`config.mk`:
```
export PLATFORM = sky130hd
export DESIGN_NAME = anc_caption_byte_extractor_flat
export DESIGN_NICKNAME = d
export VERILOG_FILES = /design/src/hdl/acbe_pkg.sv /design/src/hdl/acbe_if.sv /design/src/hdl/anc_caption_byte_extractor.sv /design/src/hdl/acbe_cfg_regs.sv /design/src/hdl/acbe_parser.sv /design/src/flat_wrapper.sv
export SDC_FILE = /design/constraint.sdc
export NUM_CORES = 1
export LEC_CHECK = 0
export BUFFER_PORTS_ARGS = -buffer_cell sky130_fd_sc_hd__buf_2
export CAP_MARGIN = 40
export CELL_PAD_IN_SITES_DETAIL_PLACEMENT = 1
export CELL_PAD_IN_SITES_GLOBAL_PLACEMENT = 1
export CORE_UTILIZATION = 25
export CTS_BUF_LIST = sky130_fd_sc_hd__clkbuf_8
export DETAILED_ROUTE_END_ITERATION = 8
export GPL_TIMING_DRIVEN = 0
export PLACE_DENSITY_LB_ADDON = 0.1
export SLEW_MARGIN = 40
export SYNTH_ARGS = -nofsm -noshare
export SYNTH_HDL_FRONTEND = slang
export SYNTH_SLANG_ARGS = --single-unit
```
`constraint.sdc`:
```
create_clock -name clk -period 3.62 [get_ports clk]
set_input_delay 0.724 -clock clk [delete_from_list [all_inputs] [get_ports clk]]
set_output_delay 0.724 -clock clk [all_outputs]
set_load 0.01 [all_outputs]
```
`src/hdl/acbe_pkg.sv`:
```
package acbe_pkg;

  localparam int unsigned POS_W        = 7;
  localparam int unsigned BLEFT_W      = 7;
  localparam int unsigned CFG_ADDR_W   = 8;
  localparam int unsigned CFG_DATA_W   = 8;

  localparam logic [POS_W-1:0] POS_MAX      = 7'd127;
  localparam logic [POS_W-1:0] POS_SDID     = 7'd1;
  localparam logic [POS_W-1:0] POS_CC_COUNT = 7'd11;

  localparam logic [CFG_ADDR_W-1:0] CFG_DID_IDX  = 8'd0;
  localparam logic [CFG_ADDR_W-1:0] CFG_SDID_IDX = 8'd1;

  localparam logic [7:0] DID_RESET  = 8'h61;
  localparam logic [7:0] SDID_RESET = 8'h01;

  typedef struct packed {
    logic       func;
    logic [9:0] anc_word;
    logic       packet_start;
  } item_t;

  typedef struct packed {
    logic [7:0] cc_byte;
    logic [8:0] byte_index;
    logic       byte_valid;
    logic       frame_done;
    logic [9:0] frame_bytes;
    logic       frame_overflow;
  } result_t;

  typedef struct packed {
    logic [7:0] did;
    logic [7:0] sdid;
  } cfg_t;

endpackage

```
`src/hdl/acbe_if.sv`:
```
interface acbe_in_if;
  logic       valid;
  logic       ready;
  logic       func;
  logic [9:0] anc_word;
  logic       packet_start;

  modport source (output valid, func, anc_word, packet_start, input ready);
  modport sink   (input valid, func, anc_word, packet_start, output ready);
endinterface

interface acbe_out_if;
  logic       valid;
  logic       ready;
  logic [7:0] cc_byte;
  logic [8:0] byte_index;
  logic       byte_valid;
  logic       frame_done;
  logic [9:0] frame_bytes;
  logic       frame_overflow;

  modport source (output valid, cc_byte, byte_index, byte_valid, frame_done, frame_bytes,
                  frame_overflow, input ready);
  modport sink   (input valid, cc_byte, byte_index, byte_valid, frame_done, frame_bytes,
                  frame_overflow, output ready);
endinterface

interface acbe_cfg_if;
  logic       valid;
  logic       ready;
  logic [7:0] addr;
  logic [7:0] data;

  modport source (output valid, addr, data, input ready);
  modport sink   (input valid, addr, data, output ready);
endinterface

```
`src/hdl/anc_caption_byte_extractor.sv`:
```
// Caption byte extractor for ancillary data packets.
// A result passes through the input register, then the output register.
// Throughput: one input item per cycle unless out_ch.ready stalls the output register.
// Reset: rst_n is synchronous, active low; it clears packet and frame state,
// empties both pipeline registers and loads DID 0x61 and SDID 0x01.
module anc_caption_byte_extractor #(
  parameter int unsigned FRAME_BYTES = 512
) (
  input  logic        clk,
  input  logic        rst_n,
  acbe_in_if.sink     in_ch,
  acbe_out_if.source  out_ch,
  acbe_cfg_if.sink    cfg_ch
);
  import acbe_pkg::*;

  cfg_t    cfg;
  item_t   s1_item_r;
  logic    s1_valid_r, s1_valid_nxt;
  result_t out_res_r;
  logic    out_valid_r, out_valid_nxt;
  result_t res;
  logic    res_valid;
  logic    out_free;
  logic    s1_adv;
  logic    in_fire;

  acbe_cfg_regs u_cfg (
    .clk    (clk),
    .rst_n  (rst_n),
    .cfg_ch (cfg_ch),
    .cfg    (cfg)
  );

  acbe_parser #(
    .FRAME_BYTES (FRAME_BYTES)
  ) u_parser (
    .clk       (clk),
    .rst_n     (rst_n),
    .fire      (s1_adv),
    .item      (s1_item_r),
    .cfg       (cfg),
    .res_valid (res_valid),
    .res       (res)
  );

  assign out_free     = ~out_valid_r | out_ch.ready;
  assign s1_adv       = s1_valid_r & out_free;
  assign in_ch.ready  = ~s1_valid_r | out_free;
  assign in_fire      = in_ch.valid & in_ch.ready;

  always_comb begin
    s1_valid_nxt = s1_valid_r;
    if (in_fire) begin
      s1_valid_nxt = 1'b1;
    end else if (s1_adv) begin
      s1_valid_nxt = 1'b0;
    end
  end

  always_comb begin
    out_valid_nxt = out_valid_r;
    if (s1_adv && res_valid) begin
      out_valid_nxt = 1'b1;
    end else if (out_ch.ready) begin
      out_valid_nxt = 1'b0;
    end
  end

  always_ff @(posedge clk) begin
    if (!rst_n) begin
      s1_valid_r  <= 1'b0;
      out_valid_r <= 1'b0;
    end else begin
      s1_valid_r  <= s1_valid_nxt;
      out_valid_r <= out_valid_nxt;
    end
  end

  always_ff @(posedge clk) begin
    if (in_fire) begin
      s1_item_r.func         <= in_ch.func;
      s1_item_r.anc_word     <= in_ch.anc_word;
      s1_item_r.packet_start <= in_ch.packet_start;
    end
    if (s1_adv && res_valid) begin
      out_res_r <= res;
    end
  end

  assign out_ch.valid          = out_valid_r;
  assign out_ch.cc_byte        = out_res_r.cc_byte;
  assign out_ch.byte_index     = out_res_r.byte_index;
  assign out_ch.byte_valid     = out_res_r.byte_valid;
  assign out_ch.frame_done     = out_res_r.frame_done;
  assign out_ch.frame_bytes    = out_res_r.frame_bytes;
  assign out_ch.frame_overflow = out_res_r.frame_overflow;

`ifndef SYNTHESIS
  a_one_kind: assert property (@(posedge clk) disable iff (!rst_n)
    out_ch.valid |-> (out_ch.byte_valid ^ out_ch.frame_done))
    else $error("result is neither or both of byte and frame end");

  a_byte_clean: assert property (@(posedge clk) disable iff (!rst_n)
    out_ch.valid && out_ch.byte_valid |-> (out_ch.frame_bytes == 10'd0) && !out_ch.frame_overflow)
    else $error("byte result carries frame fields");

  a_capture: assert property (@(posedge clk) disable iff (!rst_n)
    in_fire |=> s1_valid_r)
    else $error("accepted item not held in input register");
`endif

endmodule

```
`src/hdl/acbe_cfg_regs.sv`:
```
module acbe_cfg_regs (
  input  logic          clk,
  input  logic          rst_n,
  acbe_cfg_if.sink      cfg_ch,
  output acbe_pkg::cfg_t cfg
);
  import acbe_pkg::*;

  cfg_t cfg_r;
  cfg_t cfg_nxt;
  logic wr_fire;

  assign cfg_ch.ready = 1'b1;
  assign wr_fire      = cfg_ch.valid & cfg_ch.ready;

  always_comb begin
    cfg_nxt = cfg_r;
    if (wr_fire) begin
      if (cfg_ch.addr == CFG_DID_IDX) begin
        cfg_nxt.did = cfg_ch.data;
      end else if (cfg_ch.addr == CFG_SDID_IDX) begin
        cfg_nxt.sdid = cfg_ch.data;
      end
    end
  end

  always_ff @(posedge clk) begin
    if (!rst_n) begin
      cfg_r.did  <= DID_RESET;
      cfg_r.sdid <= SDID_RESET;
    end else begin
      cfg_r <= cfg_nxt;
    end
  end

  assign cfg = cfg_r;

endmodule

```
`src/hdl/acbe_parser.sv`:
```
module acbe_parser #(
  parameter int unsigned FRAME_BYTES = 512
) (
  input  logic             clk,
  input  logic             rst_n,
  input  logic             fire,
  input  acbe_pkg::item_t  item,
  input  acbe_pkg::cfg_t   cfg,
  output logic             res_valid,
  output acbe_pkg::result_t res
);
  import acbe_pkg::*;

  localparam int unsigned CNT_W = $clog2(FRAME_BYTES + 1);
  localparam int unsigned EXT_W = (CNT_W > 10) ? CNT_W : 10;
  localparam logic [CNT_W-1:0] CNT_FULL = CNT_W'(FRAME_BYTES);

  logic [POS_W-1:0]   pos_r, pos_nxt;
  logic [BLEFT_W-1:0] bleft_r, bleft_nxt;
  logic               match_r, match_nxt;
  logic [CNT_W-1:0]   cnt_r, cnt_nxt;
  logic               ovf_r, ovf_nxt;

  logic [7:0]         low;
  logic [EXT_W-1:0]   cnt_ext;
  logic [BLEFT_W-1:0] cc_times3;

  assign low       = item.anc_word[7:0];
  assign cnt_ext   = EXT_W'(cnt_r);
  assign cc_times3 = (BLEFT_W'(item.anc_word[4:0]) << 1) + BLEFT_W'(item.anc_word[4:0]);

  always_comb begin
    pos_nxt   = pos_r;
    bleft_nxt = bleft_r;
    match_nxt = match_r;
    cnt_nxt   = cnt_r;
    ovf_nxt   = ovf_r;
    res       = '0;
    res_valid = 1'b0;
    if (item.func) begin
      res.frame_done     = 1'b1;
      res.frame_bytes    = cnt_ext[9:0];
      res.frame_overflow = ovf_r;
      res_valid          = 1'b1;
      cnt_nxt            = '0;
      ovf_nxt            = 1'b0;
      match_nxt          = 1'b0;
      bleft_nxt          = '0;
      pos_nxt            = '0;
    end else if (item.packet_start) begin
      match_nxt = (low == cfg.did);
      bleft_nxt = '0;
      pos_nxt   = POS_SDID;
    end else if (match_r) begin
      pos_nxt = (pos_r < POS_MAX) ? pos_r + POS_W'(1) : POS_MAX;
      if (pos_r == POS_SDID) begin
        match_nxt = (low == cfg.sdid);
      end else if (pos_r < POS_CC_COUNT) begin
        match_nxt = match_r;
      end else if (pos_r == POS_CC_COUNT) begin
        bleft_nxt = cc_times3;
        if (cc_times3 == '0) begin
          match_nxt = 1'b0;
        end
      end else if (bleft_r == '0) begin
        match_nxt = 1'b0;
      end else begin
        bleft_nxt = bleft_r - BLEFT_W'(1);
        if (bleft_r == BLEFT_W'(1)) begin
          match_nxt = 1'b0;
        end
        if (cnt_r == CNT_FULL) begin
          ovf_nxt = 1'b1;
        end else begin
          res.cc_byte    = low;
          res.byte_index = cnt_ext[8:0];
          res.byte_valid = 1'b1;
          res_valid      = 1'b1;
          cnt_nxt        = cnt_r + CNT_W'(1);
        end
      end
    end
  end

  always_ff @(posedge clk) begin
    if (!rst_n) begin
      pos_r   <= '0;
      bleft_r <= '0;
      match_r <= 1'b0;
      cnt_r   <= '0;
      ovf_r   <= 1'b0;
    end else if (fire) begin
      pos_r   <= pos_nxt;
      bleft_r <= bleft_nxt;
      match_r <= match_nxt;
      cnt_r   <= cnt_nxt;
      ovf_r   <= ovf_nxt;
    end
  end

endmodule

```
`src/flat_wrapper.sv`:
```
// flat-port wrapper written by rule: the top's interface ports become plain ports
module anc_caption_byte_extractor_flat import acbe_pkg::*;
#(
  parameter int unsigned FRAME_BYTES = 512
)
  (clk, rst_n, in_ch_valid, in_ch_func, in_ch_anc_word, in_ch_packet_start, in_ch_ready, out_ch_valid, out_ch_cc_byte, out_ch_byte_index, out_ch_byte_valid, out_ch_frame_done, out_ch_frame_bytes, out_ch_frame_overflow, out_ch_ready, cfg_ch_valid, cfg_ch_addr, cfg_ch_data, cfg_ch_ready);
  acbe_in_if in_ch_i ();
  acbe_out_if out_ch_i ();
  acbe_cfg_if cfg_ch_i ();
  input  logic clk;
  input  logic rst_n;
  input wire logic [$bits(in_ch_i.valid)-1:0] in_ch_valid;
  input wire logic [$bits(in_ch_i.func)-1:0] in_ch_func;
  input wire logic [$bits(in_ch_i.anc_word)-1:0] in_ch_anc_word;
  input wire logic [$bits(in_ch_i.packet_start)-1:0] in_ch_packet_start;
  output wire logic [$bits(in_ch_i.ready)-1:0] in_ch_ready;
  output wire logic [$bits(out_ch_i.valid)-1:0] out_ch_valid;
  output wire logic [$bits(out_ch_i.cc_byte)-1:0] out_ch_cc_byte;
  output wire logic [$bits(out_ch_i.byte_index)-1:0] out_ch_byte_index;
  output wire logic [$bits(out_ch_i.byte_valid)-1:0] out_ch_byte_valid;
  output wire logic [$bits(out_ch_i.frame_done)-1:0] out_ch_frame_done;
  output wire logic [$bits(out_ch_i.frame_bytes)-1:0] out_ch_frame_bytes;
  output wire logic [$bits(out_ch_i.frame_overflow)-1:0] out_ch_frame_overflow;
  input wire logic [$bits(out_ch_i.ready)-1:0] out_ch_ready;
  input wire logic [$bits(cfg_ch_i.valid)-1:0] cfg_ch_valid;
  input wire logic [$bits(cfg_ch_i.addr)-1:0] cfg_ch_addr;
  input wire logic [$bits(cfg_ch_i.data)-1:0] cfg_ch_data;
  output wire logic [$bits(cfg_ch_i.ready)-1:0] cfg_ch_ready;
  assign in_ch_i.valid = in_ch_valid;
  assign in_ch_i.func = in_ch_func;
  assign in_ch_i.anc_word = in_ch_anc_word;
  assign in_ch_i.packet_start = in_ch_packet_start;
  assign in_ch_ready = in_ch_i.ready;
  assign out_ch_valid = out_ch_i.valid;
  assign out_ch_cc_byte = out_ch_i.cc_byte;
  assign out_ch_byte_index = out_ch_i.byte_index;
  assign out_ch_byte_valid = out_ch_i.byte_valid;
  assign out_ch_frame_done = out_ch_i.frame_done;
  assign out_ch_frame_bytes = out_ch_i.frame_bytes;
  assign out_ch_frame_overflow = out_ch_i.frame_overflow;
  assign out_ch_i.ready = out_ch_ready;
  assign cfg_ch_i.valid = cfg_ch_valid;
  assign cfg_ch_i.addr = cfg_ch_addr;
  assign cfg_ch_i.data = cfg_ch_data;
  assign cfg_ch_ready = cfg_ch_i.ready;
  anc_caption_byte_extractor #(.FRAME_BYTES(FRAME_BYTES)) u_core (.clk(clk), .rst_n(rst_n), .in_ch(in_ch_i), .out_ch(out_ch_i), .cfg_ch(cfg_ch_i));
endmodule
```
==> results of run 1 <==
-- final timing paths --
kind | start | endpoint | slack, ps
setup / recovery | u_core.u_parser.pos_r[0]$_SDFFE_PN0P_ | u_core.u_parser.cnt_ext[9]$_SDFFE_PN0P_ | 1170
hold / removal | u_core.u_parser.bleft_r[1]$_SDFFE_PN0P_ | u_core.u_parser.bleft_r[1]$_SDFFE_PN0P_ | 500
setup reg to reg | u_core.u_parser.pos_r[0]$_SDFFE_PN0P_ | u_core.u_parser.cnt_ext[9]$_SDFFE_PN0P_ | 1170
hold reg to reg | u_core.u_parser.bleft_r[1]$_SDFFE_PN0P_ | u_core.u_parser.bleft_r[1]$_SDFFE_PN0P_ | 500
-- metal layers --
| layer | track usage [%] | up-vias |
|---|---|---|
| met3 | 3.22 | 9 |
| met2 | 23.8 | 40 |
| met1 | 18.0 | 1509 |
| met5 | 0 | - |
| li1 | - | 1540 |
| met4 | 5.41 | 0 |
-- layout make-up --
type / instances / area, sq um / area share (%)
clock inverters: 7 / 75.1 / 1.51
inverters: 16 / 60.1 / 1.21
well taps: 216 / 270 / 5.44
flip-flops and latches: 84 / 2080 / 41.9
clock buffers: 9 / 124 / 2.49
multi-input cells: 281 / 1940 / 39.1
plain buffers: 12 / 60.1 / 1.21
repair buffers: 64 / 353 / 7.10
-- through the flow --
step,hold WS [ps],setup slack (ps)
final,499,1170
after global routing,488,1010
after CTS,487,1120
after detailed placement,488,922
after global placement,477,115
after floorplan,432,973
-- kinds of logic (layout without fill, tap and decap cells) --
group                      after synthesis  after routing  share of synthesized area, %
DFF                                     84             84                          50.3
adders and majority gates               15             15                          4.72
and+or+nand+nor                        161            161                          21.5
AOI/OAI and AO/OA                       56             56                          9.77
xor gates and xnor gates                31             31                          6.56
other                                    1              1                        0.0907
buffers and inverters                   28            108                          2.90
muxes                                   17             17                          4.11
-- Yosys cell counts (all sizes together) (4+ instances only) --
library cell | count | area [sq um]
a41oi | 4 | 53.8
o31ai | 4 | 30.0
mux2i | 17 | 170
xor2 | 18 | 158
nand3 | 17 | 85.1
inv | 15 | 56.3
nor4 | 10 | 83.8
a21oi | 16 | 80.1
nand2b | 4 | 25.0
clkbuf | 5 | 18.8
edfxtp | 40 | 1200
and2 | 22 | 138
o21ai | 12 | 63.8
ha | 14 | 175
nand4 | 6 | 43.8
nor3 | 13 | 76.3
nand2 | 24 | 90.1
nor2b | 20 | 125
buf | 7 | 41.3
nor2 | 34 | 133
dfxtp | 44 | 881
xnor2 | 13 | 114
-- flip-flops by register name (all words and copies together), names as in the netlist --
name and cells:
u_core.s1_item_r 10, u_core.u_parser.cnt_ext 10, u_core.u_parser.bleft_r 7, u_core.u_parser.match_r 1, u_core.s1_valid_r 1, u_core.out_ch.byte_index 9
u_core.u_parser.pos_r 7, u_core.u_cfg.cfg 16, u_core.out_ch.frame_overflow 1, u_core.out_ch.valid 1, u_core.out_ch.frame_bytes 10, u_core.out_ch.byte_valid 1
u_core.u_parser.ovf_r 1, u_core.out_ch.frame_done 1, u_core.out_ch.cc_byte 8
-- critical path, delay by kind of cell (launching register included) --
family	cells	cell delay, ps
AO/OA/AOI/OAI	4	820
AND/OR/NAND/NOR	2	640
flip-flops	1	390
adder cells (fa/ha/maj)	1	290
buffers and inverters	1	210
-- power breakdown --
part           internal (mW)  switching [mW]
Clock                  0.322           0.381
Combinational         0.0592          0.0883
Sequential              1.01          0.0175
==> metrics.txt, run 1 <==
largest net degree at the start of global routing 18; commonest non-fill, non-tap cell in the layout buf_2; cts hold-fix bufs 0; via/cell ratio 4.50; Worst Path Max Fanout 12; htree depth 3; share of cells above drive strength 1 20.9%; Ant. Diodes 0; die width 131 microns; max-cap violations 0; R2R cell count 8; Hold Crit Class reg -> reg; later-pin clock latency in the skew report 380 ps; CTS tree built; Final Hold Viols 0; routed len/inst 16.0 microns; slowest cell delay on critical path 390 ps; Detail Route met2 WL 5.35 mm; Area Overhead vs Synth 20.1%; fin area 4970 sq um; crit path DAT 2730 ps; post-DP HPWL 8.31 mm; fmax 0.407 GHz; PortBufs 62; Slew Viols, Final 0; worst hold stages 2; Layout Utilization 31.1%; Non-Filler Instances 689; Bufs on Longest Clock Path 2; Initial Util 25.9%; first-pass GRT wire length 18.0 mm; Power Dens Cells 377 nW/um^2; Die Ht 131 microns; I/O pin cnt 66; vias in the first global route 3253; postcts setup bufs 0; Post-Route Setup TNS 0 ps; number of remaining DRC errors 0; DIE AREA 17100 sq um; CORE AREA 16000 sq um; Top Metal Used met4; Req. time, crit path 3900 ps; worst vdd ir 0.175 mV; Seq cells post-synth 84; Setup crit start kind flip-flop; dpl cell area 4770 sq um; Routed WL 11.0 mm; M1 WL 5.20 mm; cts bufs inserted 9; slowest CP cell dfxtp_1; std cell rows 46; RSZ-0062 raised after global routing no; Main synth FF type dfxtp_1; DR iter-0 viols 154; Leak Pwr 1.93 nW; EDFF count, synth 40; drt first pass iters 4; root buffer cell clkbuf_8; via total after detailed routing 3098; mapped cell area 4140 sq um; Mapped Nets 441; initial antenna violation count 0; Final Cycle Share 67.8%; Total Power 1.87 mW; clock period minus worst slack 2450 ps; worst-path cell chain ha_1, and3b_1, a22oi_4, a41oi_4, nor2_4, buf_8, a211oi_1, a31o_1; Synth cell types 55; post_cts resized 0; clk sinks 84; most frequent cells in the layout buf_2 (65), dfxtp_1 (44), edfxtp_1 (40); sequential-to-total area share from yosys stat 50.3%; ys async rst share 0%; status finished clean; Placer Congestion 0.764; GRT Util Overall 14.3%; DP Cell Count 673; CP Capture Type flip-flop; post-route ant nets 0; relative slew slack 47.7%; grt total ovfl 0; clock-pin transition on the worst setup and hold timing paths 100 ps; fin nets 516; Syn Area/Cell 10.5 sq um; Crit Path Category reg -> reg; Filler cells 1875; Met3 Wirelength 296 microns; Tightest Pin Transition 780 ps; Post-Route Skew 13.5 ps; Cells after Synth 393; final setup fails 0; Yosys warnings 0
Power figures use the tool's default switching activity.
==> run 2, diff against run 1 <==
clock period = 2.1 ns   (was 3.62 ns; I/O delays follow)
==> run 2 against run 1 <==
Net effect:
- final area grew 9.5%
- final cell count grew 3.5%
- non-clock buffer count grew 24
- highest routed layer unchanged
- largest cell class is now multi-input combinational cells
- the flow now finishes with violations (setup timing)
==> metrics.txt, run 2 (synthesized netlist as in run 1, its figures left out) <==
die width 131 microns (unchanged); first-pass GRT wire length 18.0 mm (-0.27%); Power Dens Cells 636 nW/um^2 (+69%); Hold Crit Class in -> reg; Crit Path Category reg -> reg; relative slew slack 43.4% (-4.2 points); Top delay family on crit path simple AND/OR/NAND/NOR gates; fin nets 540 (+4.7%); most frequent cells in the layout buf_2 (64), edfxtp_1 (40), dfxtp_1 (37); number of remaining DRC errors 0 (unchanged); clock-pin transition on the worst setup and hold timing paths 90 ps (about the same); std cell rows 46 (unchanged); vias in the first global route 3352 (+3.0%); initial antenna violation count 0 (unchanged); htree depth 3 (unchanged); Hold Path End u_core.s1_item_r[8]$_DFFE_PP_; max reg flops 16 (unchanged); PortBufs 62 (unchanged); fin area 5440 sq um (+9.5%); Worst Hold Slack 208 ps (-291 ps); Final Hold Viols 0 (unchanged); Initial Util 25.9% (unchanged); Total Power 3.46 mW (+85%); drt first pass iters 4 (unchanged); CORE AREA 16000 sq um (unchanged); post-route ant nets 0 (unchanged); worst hold stages 1 (-1); via/cell ratio 4.55 (+1.1%); commonest non-fill, non-tap cell in the layout buf_2; Placer Congestion 0.786 (+2.9%); GRT Util Overall 14.3% (+0.040 points); DR iter-0 viols 120 (-22%); Post-Route Skew 9.59 ps (-3.91 ps); later-pin clock latency in the skew report 380 ps (about the same); RSZ-0062 raised after global routing yes; Tightest Pin Transition 849 ps (+69.0 ps); Setup crit start kind flip-flop; Die Ht 131 microns (unchanged); routed len/inst 16.5 microns (+2.8%); I/O pin cnt 66 (unchanged); failing checks setup timing; cts hold-fix bufs 0 (unchanged); Buf+Inv Stages, Crit Path 2 (+1); clock period minus worst slack 2130 ps (-322 ps); Layout Utilization 34.0% (+2.9 points); crit path DAT 2230 ps (-500 ps); Ant. Diodes 0 (unchanged); clk sinks 84 (unchanged); grt total ovfl 0 (unchanged); root buffer cell clkbuf_8; Worst Path Max Fanout 8 (-4); R2R Path End u_core.out_ch.byte_valid$_SDFFCE_PP0P_; hold_sp in_ch_anc_word[7]; Final Cycle Share 102% (+34 points); r2r setup slk -30 ps (-1200 ps); post-DP HPWL 8.18 mm (-1.5%); status finished with violations; Bufs on Longest Clock Path 2 (unchanged); CTS tree built; slowest cell delay on critical path 380 ps (about the same); slowest CP cell dfxtp_4; Slew Viols, Final 0 (unchanged); cts bufs inserted 9 (unchanged); Leak Pwr 2.14 nW (+11%); dpl cell area 4780 sq um (+0.24%); Area Overhead vs Synth 31.5%; CP Capture Type flip-flop; largest net degree at the start of global routing 18 (unchanged); fmax 0.469 GHz (+15%); worst reg2reg startpoint u_core.u_parser.pos_r[0]$_SDFFE_PN0P_; Post-Route Setup TNS -272 ps (-272 ps); DIE AREA 17100 sq um (unchanged); worst vdd ir 0.246 mV (+41%); Req. time, crit path 2200 ps (-1700 ps); max-cap violations 0 (unchanged); share of cells above drive strength 1 31.2% (+10 points); R2R cell count 7 (-1); final setup margin -32.5 ps (-1200 ps); worst-path cell chain ha_4, and3b_2, a22oi_4, a41oi_4, nor2_4, buf_12, clkbuf_16; final setup fails 16 (+16); Routed WL 11.7 mm (+6.4%); via total after detailed routing 3242 (+4.6%)
-- run 2: changes by cell type in the layout (fill, tap and decap cells not counted), moves of 3 or more --
cell / change
nor2_2: +3
buf_4: +16
buf_6: +5
nor2_1: -3
dfxtp_1: -7
nor4_1: -3
dfxtp_2: +5
clkbuf_16: +3
-- run 2: worst max path at each step --
stage / to / startpoint / slack [ps] / cells after the start
3_5_place_dp: u_core.out_ch.cc_byte[4]$_SDFFCE_PP0P_ / u_core.u_parser.pos_r[0]$_SDFFE_PN0P_ / -300 / 6
3_3_place_gp: u_core.u_parser.cnt_ext[9]$_SDFFE_PN0P_ / u_core.u_parser.pos_r[0]$_SDFFE_PN0P_ / -560 / 7
2_1_floorplan: u_core.u_parser.cnt_ext[9]$_SDFFE_PN0P_ / u_core.u_parser.pos_r[0]$_SDFFE_PN0P_ / -80 / 7
5_1_grt: u_core.out_ch.byte_valid$_SDFFCE_PP0P_ / u_core.u_parser.pos_r[0]$_SDFFE_PN0P_ / -100 / 7
4_1_cts: u_core.u_parser.cnt_ext[7]$_SDFFE_PN0P_ / u_core.u_parser.pos_r[0]$_SDFFE_PN0P_ / -2 / 8
6_report: u_core.out_ch.byte_valid$_SDFFCE_PP0P_ / u_core.u_parser.pos_r[0]$_SDFFE_PN0P_ / -30 / 7
-- run 2: cell type report --
cell class	count	area (sq um)
multi-input cells	281	2100
clock buffers	10	138
plain buffers	12	70.1
fillers	1879	10600
inverters	16	60.1
well taps	216	270
repair buffers	88	609
flip-flops and latches	84	2100
clock inverters	6	95.1
-- run 2: metal layers --
| metal | vias to the layer above | wire length [microns] | part of all wire, % | track usage, % |
|---|---|---|---|---|
| met4 | 0 | 392 | 3.3 | 6.49 |
| met2 | 57 | 5740 | 49 | 24.2 |
| met5 | - | 0 | 0 | 0 |
| met3 | 16 | 361 | 3.1 | 2.73 |
| met1 | 1577 | 5260 | 45 | 17.6 |
| li1 | 1592 | - | - | - |
-- run 2: report_power, final --
part	leakage, nW	internal (mW)	total [mW]	switching [mW]
combinational	1.24	0.145	0.327	0.182
clock	0.117	0.715	1.37	0.658
sequential	0.786	1.73	1.76	0.0277
total	2.14	2.59	3.46	0.868
-- run 2: timing repair --
item,in CTS,in global routing
buffers inserted,9,12
gates cloned,0,4
pin swaps,4,20
endpoints found under the setup margin,52,49
gates resized for setup,12,33
-- run 2: worst reg2reg max path: cells and delay by family, from the launching register on --
| kind | cells | cell delay (ps) |
|---|---|---|
| AO/OA/AOI/OAI | 2 | 470 |
| adder cells (fa/ha/maj) | 1 | 170 |
| buffers and inverters | 2 | 340 |
| AND/OR/NAND/NOR | 2 | 480 |
| flip-flops | 1 | 380 |
-- run 2: per-stage QoR --
stage	setup WS [ps]	instances
after floorplan	-84.5	393
after global placement	-564	671
after detailed placement	-295	672
after CTS	-2.17	697
after global routing	-103	713
final	-32.5	713
